<file path="src/rtl/nks_pkg.sv">
`timescale 1ns / 1ps
// ----------------------------------------------------------------------------
// nks_pkg
// Shared types and constants for the nearest-k selector.
// ----------------------------------------------------------------------------
package nks_pkg;

    localparam int VECTOR_LENGTH = 384;
    localparam int MAX_KEEP      = 32;
    localparam int ELEMENT_BITS  = 16;
    localparam int ID_BITS       = 16;
    localparam int DIST_BITS     = 48;
    localparam int KEEP_BITS     = 6;

    localparam int IDX_BITS  = $clog2(VECTOR_LENGTH + 1);
    localparam int ADDR_BITS = $clog2(VECTOR_LENGTH);
    localparam int SLOT_BITS = $clog2(MAX_KEEP);
    localparam int CNT_BITS  = $clog2(MAX_KEEP + 1);
    localparam int SQ_BITS   = 2 * ELEMENT_BITS + 1;

    localparam logic OP_QUERY     = 1'b0;
    localparam logic OP_CANDIDATE = 1'b1;

    typedef struct packed {
        logic                           operation;
        logic signed [ELEMENT_BITS-1:0] element;
        logic [ID_BITS-1:0]             candidate_id;
        logic                           last_element;
        logic                           last_candidate;
    } in_item_t;

    typedef struct packed {
        logic [ID_BITS-1:0]   neighbor_id;
        logic [DIST_BITS-1:0] distance_squared;
        logic                 last_result;
    } out_item_t;

    // registered input stage with the matching query element
    typedef struct packed {
        logic                           valid;
        logic                           is_candidate;
        logic                           in_range;
        logic signed [ELEMENT_BITS-1:0] element;
        logic signed [ELEMENT_BITS-1:0] query;
        logic [ID_BITS-1:0]             candidate_id;
        logic                           last_element;
        logic                           last_candidate;
    } front_t;

    // finished candidate distance headed for the sorted list
    typedef struct packed {
        logic                 valid;
        logic                 last_candidate;
        logic [ID_BITS-1:0]   candidate_id;
        logic [DIST_BITS-1:0] distance;
    } ins_t;

    typedef struct packed {
        logic [ID_BITS-1:0]   id;
        logic [DIST_BITS-1:0] distance;
    } kept_entry_t;

    typedef kept_entry_t [MAX_KEEP-1:0] kept_array_t;

    // snapshot of the list handed to the output buffer
    typedef struct packed {
        logic                valid;
        logic [CNT_BITS-1:0] count;
        kept_array_t         entries;
    } load_t;

endpackage

</file>
<file path="src/rtl/nks_dist_acc.sv">
`timescale 1ns / 1ps
// ----------------------------------------------------------------------------
// nks_dist_acc
// Squared difference stage followed by the saturating distance accumulator.
// ----------------------------------------------------------------------------
module nks_dist_acc (
    input  logic            aclk,
    input  logic            aresetn,
    input  logic            adv,
    input  nks_pkg::front_t front,
    output nks_pkg::ins_t   ins
);

    localparam int PROD_BITS = 2 * (nks_pkg::ELEMENT_BITS + 1);

    logic signed [nks_pkg::ELEMENT_BITS:0] diff;
    logic signed [PROD_BITS-1:0]           prod;
    logic [nks_pkg::SQ_BITS-1:0]           sq;

    logic                          b_valid_reg;
    logic                          b_clear_reg;
    logic                          b_insert_reg;
    logic                          b_last_cand_reg;
    logic [nks_pkg::ID_BITS-1:0]   b_id_reg;
    logic [nks_pkg::SQ_BITS-1:0]   b_sq_reg;

    logic [nks_pkg::DIST_BITS-1:0] acc_reg;
    logic [nks_pkg::DIST_BITS-1:0] acc_next;
    logic [nks_pkg::DIST_BITS:0]   sum;
    logic [nks_pkg::DIST_BITS-1:0] sat;

    logic                          ins_valid_reg;
    logic                          ins_valid_next;
    logic                          ins_last_cand_reg;
    logic [nks_pkg::ID_BITS-1:0]   ins_id_reg;
    logic [nks_pkg::DIST_BITS-1:0] ins_dist_reg;

    assign diff = {front.element[nks_pkg::ELEMENT_BITS-1], front.element}
                - {front.query[nks_pkg::ELEMENT_BITS-1], front.query};
    assign prod = diff * diff;
    assign sq   = (front.is_candidate && front.in_range)
                ? prod[nks_pkg::SQ_BITS-1:0] : '0;

    assign sum = {1'b0, acc_reg} + (nks_pkg::DIST_BITS + 1)'(b_sq_reg);
    assign sat = sum[nks_pkg::DIST_BITS] ? '1 : sum[nks_pkg::DIST_BITS-1:0];

    always_comb begin
        acc_next       = acc_reg;
        ins_valid_next = ins_valid_reg;
        if (adv) begin
            ins_valid_next = b_valid_reg && b_insert_reg;
            if (b_valid_reg) begin
                acc_next = b_clear_reg ? '0 : sat;
            end
        end
    end

    always_ff @(posedge aclk) begin
        if (!aresetn) begin
            b_valid_reg   <= 1'b0;
            acc_reg       <= '0;
            ins_valid_reg <= 1'b0;
        end else begin
            if (adv) begin
                b_valid_reg <= front.valid;
            end
            acc_reg       <= acc_next;
            ins_valid_reg <= ins_valid_next;
        end
    end

    always_ff @(posedge aclk) begin
        if (adv) begin
            b_clear_reg     <= front.last_element;
            b_insert_reg    <= front.is_candidate && front.last_element;
            b_last_cand_reg <= front.last_candidate;
            b_id_reg        <= front.candidate_id;
            b_sq_reg        <= sq;

            ins_last_cand_reg <= b_last_cand_reg;
            ins_id_reg        <= b_id_reg;
            ins_dist_reg      <= sat;
        end
    end

    always_comb begin
        ins.valid          = ins_valid_reg;
        ins.last_candidate = ins_last_cand_reg;
        ins.candidate_id   = ins_id_reg;
        ins.distance       = ins_dist_reg;
    end

endmodule

</file>
<file path="config.mk">
export PLATFORM = sky130hd
export DESIGN_NAME = nks_dist_acc
export DESIGN_NICKNAME = d
export VERILOG_FILES = /design/src/rtl/nks_pkg.sv /design/src/rtl/nks_dist_acc.sv
export SDC_FILE = /design/constraint.sdc
export NUM_CORES = 1
export LEC_CHECK = 0
export ABC_AREA = 1
export BUFFER_PORTS_ARGS = -buffer_cell sky130_fd_sc_hd__clkbuf_2
export CORE_UTILIZATION = 35
export CTS_CLUSTER_DIAMETER = 100
export DETAILED_ROUTE_END_ITERATION = 8
export PLACE_DENSITY_LB_ADDON = 0.08
export SKIP_LAST_GASP = 1
export SLEW_MARGIN = 15
export SYNTH_ARGS = -nofsm -noshare
export SYNTH_HDL_FRONTEND = slang
export SYNTH_SLANG_ARGS = --single-unit
</file>
<file path="constraint.sdc">
create_clock -name aclk -period 15.8 [get_ports aclk]
set_input_delay 4.74 -clock aclk [delete_from_list [all_inputs] [get_ports aclk]]
set_output_delay 4.74 -clock aclk [all_outputs]
set_load 0.03 [all_outputs]
</file>
* Word-level counts from Yosys, hierarchy flattened *
Cells that the tools add are included.

storage, ports and cells
  register bits = 167
  output and inout bits = 66
  word-level logic and storage cells = 20

operators by class
  add/subtract/negate cells = 2
  multiply operators = 1
  multiplexer cells = 2
  reductions and logical operators = 4

operators by type and width
  kind                          count
  2-to-1 mux 48 bit             2
  adder 48 x 33 -> 49 bit       1
  multiplier 17 x 17 -> 33 bit  1
  subtractor 16 x 16 -> 17 bit  1
  logical AND 1 bit             3
  AND reduction 2 bit           1

* Depth between registers and ports, before layout *
  word-level depth = 3
  depth in mapped cells = 37

* Worst setup path after synthesis *
Ideal clock, no wire load.

  path type = input -> register
  from = in front[34] (netlist name)
  to = reg b_sq_reg[31] (netlist name) (data pin)
  arrival time = 11126 ps
  required time = 15545 ps
  slack = 4419 ps
  cell stages on the path = 31
  cells stage by stage = inv_1 ha_1 fa_1 nand3b_1 nand2_2 a21oi_4 o21ai_4 nand4_1 nand2_1 or2_1 nand2_2 buf_4 nor2_1 fa_1 inv_1 fa_1 inv_1 fa_1 fa_1 inv_1 fa_1 fa_1 inv_1 ha_1 inv_1 nor3_1 nand2_1 nor3_1 o21ai_0 a21oi_1 nor2_1

on the way
  cells in the longest elaborated chain, start to end = 2

ends and longest elaborated chain
  what                          line                source
  start: declaration            nks_dist_acc.sv:10  input nks_pkg::front_t front,
  subtractor 16 x 16 -> 17 bit  nks_dist_acc.sv:39  - {front.query[nks_pkg::ELEMENT_BITS-1], front.query};
  multiplier 17 x 17 -> 33 bit  nks_dist_acc.sv:40  assign prod = diff * diff;
  end signal: assignment        nks_dist_acc.sv:78  b_sq_reg <= sq;
  end: declaration              nks_dist_acc.sv:25  logic [nks_pkg::SQ_BITS-1:0] b_sq_reg;

Every way passes these cells.
A chain may end at the register's enable or synchronous reset.

* Worst setup path in the final report *
  from = in front[34] (netlist name)
  to = reg b_sq_reg[30] (netlist name) (data pin)

Same word-level chain as after synthesis.

==> results.sh <==
export IMPL_seq_area_frac_synth=0.220
export IMPL_yosys_area_top_type="fa_1"
export IMPL_fin_cells=3362
export IMPL_hp_class="reg -> reg"
export IMPL_synth_seq_cells=166
export IMPL_vias=15400
export IMPL_async_reset_ff_frac=0
export IMPL_synth_most_common_cell="inv_1"
export IMPL_h_tree_depth=4
export IMPL_drtIter0Drc=786
export IMPL_first_global_vias=16500
export IMPL_synthTopCellsByCount="inv_1 (587), nand2_1 (551), fa_1 (265)"
export IMPL_dr_pass1_iters=9
export IMPL_finalSetupViolCount=0
export IMPL_period_share=0.766
export IMPL_drt_wl_total_um=54500
export IMPL_drive_gt1_frac=0.131
export IMPL_slew_headroom=0.249
export IMPL_finalClockSkew_ps=17.1
export IMPL_fin_tns_setup_ps=0
export IMPL_worst_slew_pin_slew_ps=1130
export IMPL_critical_path_arrival_ps=12320
export IMPL_dieArea_um2=59300
export IMPL_hold_viol=0
export IMPL_grt_pass1_wl_um=88600
export IMPL_synth_edf_count=116
export IMPL_grt_setup_unrepaired="false"
export IMPL_die_h_um=244
export IMPL_io_buffers=121
export IMPL_synth_top_family_by_area="adder cells"
export IMPL_start_kind="input port"
export IMPL_post_drt_wl_per_cell_um=16.2
export IMPL_root_buffer="clkbuf_16"
export IMPL_synth_fa_ha_area_frac=0.338
export IMPL_maxCapViolations=0
export IMPL_syn_instance_count=2478
export IMPL_syn_area_um2=20400
export IMPL_grt_overflow=0
export IMPL_cp_startpoint="front[34]"
export IMPL_violations="design-rule violations"
export IMPL_rows=88
export IMPL_status="complete, but fails checks"
export IMPL_cts_buffers_inserted=17
export IMPL_crit_path_end_kind="flop"
export IMPL_fill_cells=6056
export IMPL_cts_sinks=166
export IMPL_diodes=0
export IMPL_dpl_cell_count=3330
export IMPL_synth_area_leaders="fa_1 (26%), edfxtp_1 (17%), inv_1 (11%), nand2_1 (10%), ha_1 (7.8%)"
export IMPL_fin_nets=3032
export IMPL_drc=1
export IMPL_path_max_fanout=25
export IMPL_required_ps=16020
export IMPL_ios=122
export IMPL_synth_compound_gate_area_share=0.0657
export IMPL_hold_buffers=0
export IMPL_die_w_um=244
export IMPL_reg2reg_from="b_sq_reg[0]"
export IMPL_vias_per_cell=4.57
export IMPL_hpwl_um=46200
export IMPL_cts_tree="done"
export IMPL_synth_simple_gate_area_frac=0.228
export IMPL_rr_worst_depth=15
export IMPL_clk_pin_slew_worst_paths_ps=80
export IMPL_synthToLayoutAreaGrowth_pct=9.68
export IMPL_yosysTopAreaCellShare=0.260
export IMPL_gp_congestion=0.910
export IMPL_clkLatencyLatePin_ps=460
export IMPL_critPathKind="in -> reg"
export IMPL_rr_endpoint="acc_reg[24]"
export IMPL_grt_usage=0.191
export IMPL_crit_slowest_cell="fa_1"
export IMPL_finalMaxSlewViolations=0
export IMPL_antenna_found_initial=0
export IMPL_crit_top_cell="fa_1"
export IMPL_start_util=0.354
export IMPL_synth_xor_area_frac=0.0210
export IMPL_drtAntennaViolNets=0
export IMPL_core_area_um2=57700
export IMPL_synth_area_per_cell_um2=8.24
export IMPL_grt_max_degree=80
export IMPL_ys_types=58
export IMPL_post_route_min_period_ps=12100
export IMPL_fmax_mhz=82.6
export IMPL_cts_resized=0
export IMPL_clockBufferDepth=2
export IMPL_synth_mux_area_frac=0
export IMPL_ys_warn_count=0
export IMPL_regToRegSetupSlack_ps=12350
export IMPL_crit_path_end="b_sq_reg[30]"
export IMPL_max_stage_delay_ps=700
export IMPL_synth_fp_nets=2926
export IMPL_yosys_most_used_dff="edfxtp_1"
export IMPL_postCtsSetupBuffers=0
[cell type report]
type	instances	area [µm²]	area share
Clock buffer	17	425	0.0190
Clock inverter	15	209	0.00933
Inverter	605	2270	0.102
Multi-Input combinational cell	1660	13300	0.596
Sequential cell	166	4480	0.200
Tap cell	765	957	0.0427
Timing Repair Buffer	134	706	0.0315
[worst min path at each step]
stage | from | end | slack (ps) | depth (start not counted)
CTS | b_id_reg[0] | ins_id_reg[0] | 420 | 0
floorplan | b_id_reg[0] | ins_id_reg[0] | 400 | 0
detailed placement | b_id_reg[11] | ins_id_reg[11] | 410 | 0
global placement | b_id_reg[10] | ins_id_reg[10] | 400 | 0
global route | b_id_reg[11] | ins_id_reg[11] | 430 | 0
finish | b_id_reg[0] | ins_id_reg[0] | 410 | 0
[cell usage in the layout (no fill, tap or decap), types with 4 or more instances in the layout]
| cell type | netlist | final |
|---|---|---|
| edfxtp_1 | 116 | 116 |
| inv_12 | 0 | 4 |
| nand2_4 | 11 | 11 |
| nand3_1 | 75 | 75 |
| nor2_4 | 10 | 11 |
| o21a_1 | 7 | 7 |
| nor3_1 | 14 | 14 |
| a31oi_1 | 4 | 4 |
| a21oi_1 | 102 | 102 |
| o21ai_0 | 46 | 46 |
| o21bai_1 | 9 | 9 |
| or2_2 | 10 | 10 |
| dfxtp_1 | 50 | 50 |
| a21o_1 | 9 | 9 |
| nand2_1 | 551 | 550 |
| ha_1 | 127 | 127 |
| or2_4 | 8 | 8 |
| inv_1 | 587 | 586 |
| a21oi_2 | 32 | 32 |
| nor2_2 | 6 | 6 |
| nand4_1 | 21 | 21 |
| clkbuf_2 | 0 | 120 |
| clkbuf_16 | 0 | 17 |
| inv_2 | 16 | 17 |
| inv_6 | 0 | 4 |
| xor2_1 | 28 | 27 |
| nand3_4 | 20 | 20 |
| clkinv_8 | 0 | 6 |
| fa_1 | 265 | 265 |
| nor2_1 | 218 | 217 |
| nand2_2 | 42 | 43 |
| xnor2_1 | 14 | 14 |
| buf_4 | 11 | 14 |
[cells by family (layout without fill, tap and decap cells)]
| logic type | count (synthesis) | in the layout |
|---|---|---|
| buffers and inverters | 652 | 771 |
| AND/OR/NAND/NOR | 1004 | 1004 |
| XOR/XNOR | 45 | 45 |
| AO/OA/AOI/OAI | 219 | 219 |
| flip-flops | 166 | 166 |
| adder cells (fa/ha/maj) | 392 | 392 |
[routing by layer]
| metal | routed length, µm | track usage | share of wire | vias up |
|---|---|---|---|---|
| met1 | 24400 | 0.240 | 0.45 | 7346 |
| met2 | 27200 | 0.342 | 0.50 | 247 |
| li1 | - | - | - | 7698 |
| met5 | 0 | 0 | 0 | - |
| met3 | 1570 | 0.0212 | 0.029 | 67 |
| met4 | 1320 | 0.0564 | 0.024 | 0 |
[stage by stage]
stage                     hold WS (ps)   util  setup slack (ps)  area [µm²]
after global placement             400  0.377              3130       21800
after floorplan                    400      -              4420       20400
final                              414  0.388              3700       22400
after global routing               430  0.388              3110       22400
after CTS                          417  0.388              3430       22400
after detailed placement           405  0.377              2960       21800
[critical path: cells and delay by family]
kind	cells	cell delay (ps)
AND/OR/NAND/NOR	15	2100
adder cells (fa/ha/maj)	9	4380
buffers and inverters	6	760
AO/OA/AOI/OAI	2	290
Power is not shown: default switching activity piles up to over one toggle a cycle in this logic, so the estimate is an artifact.
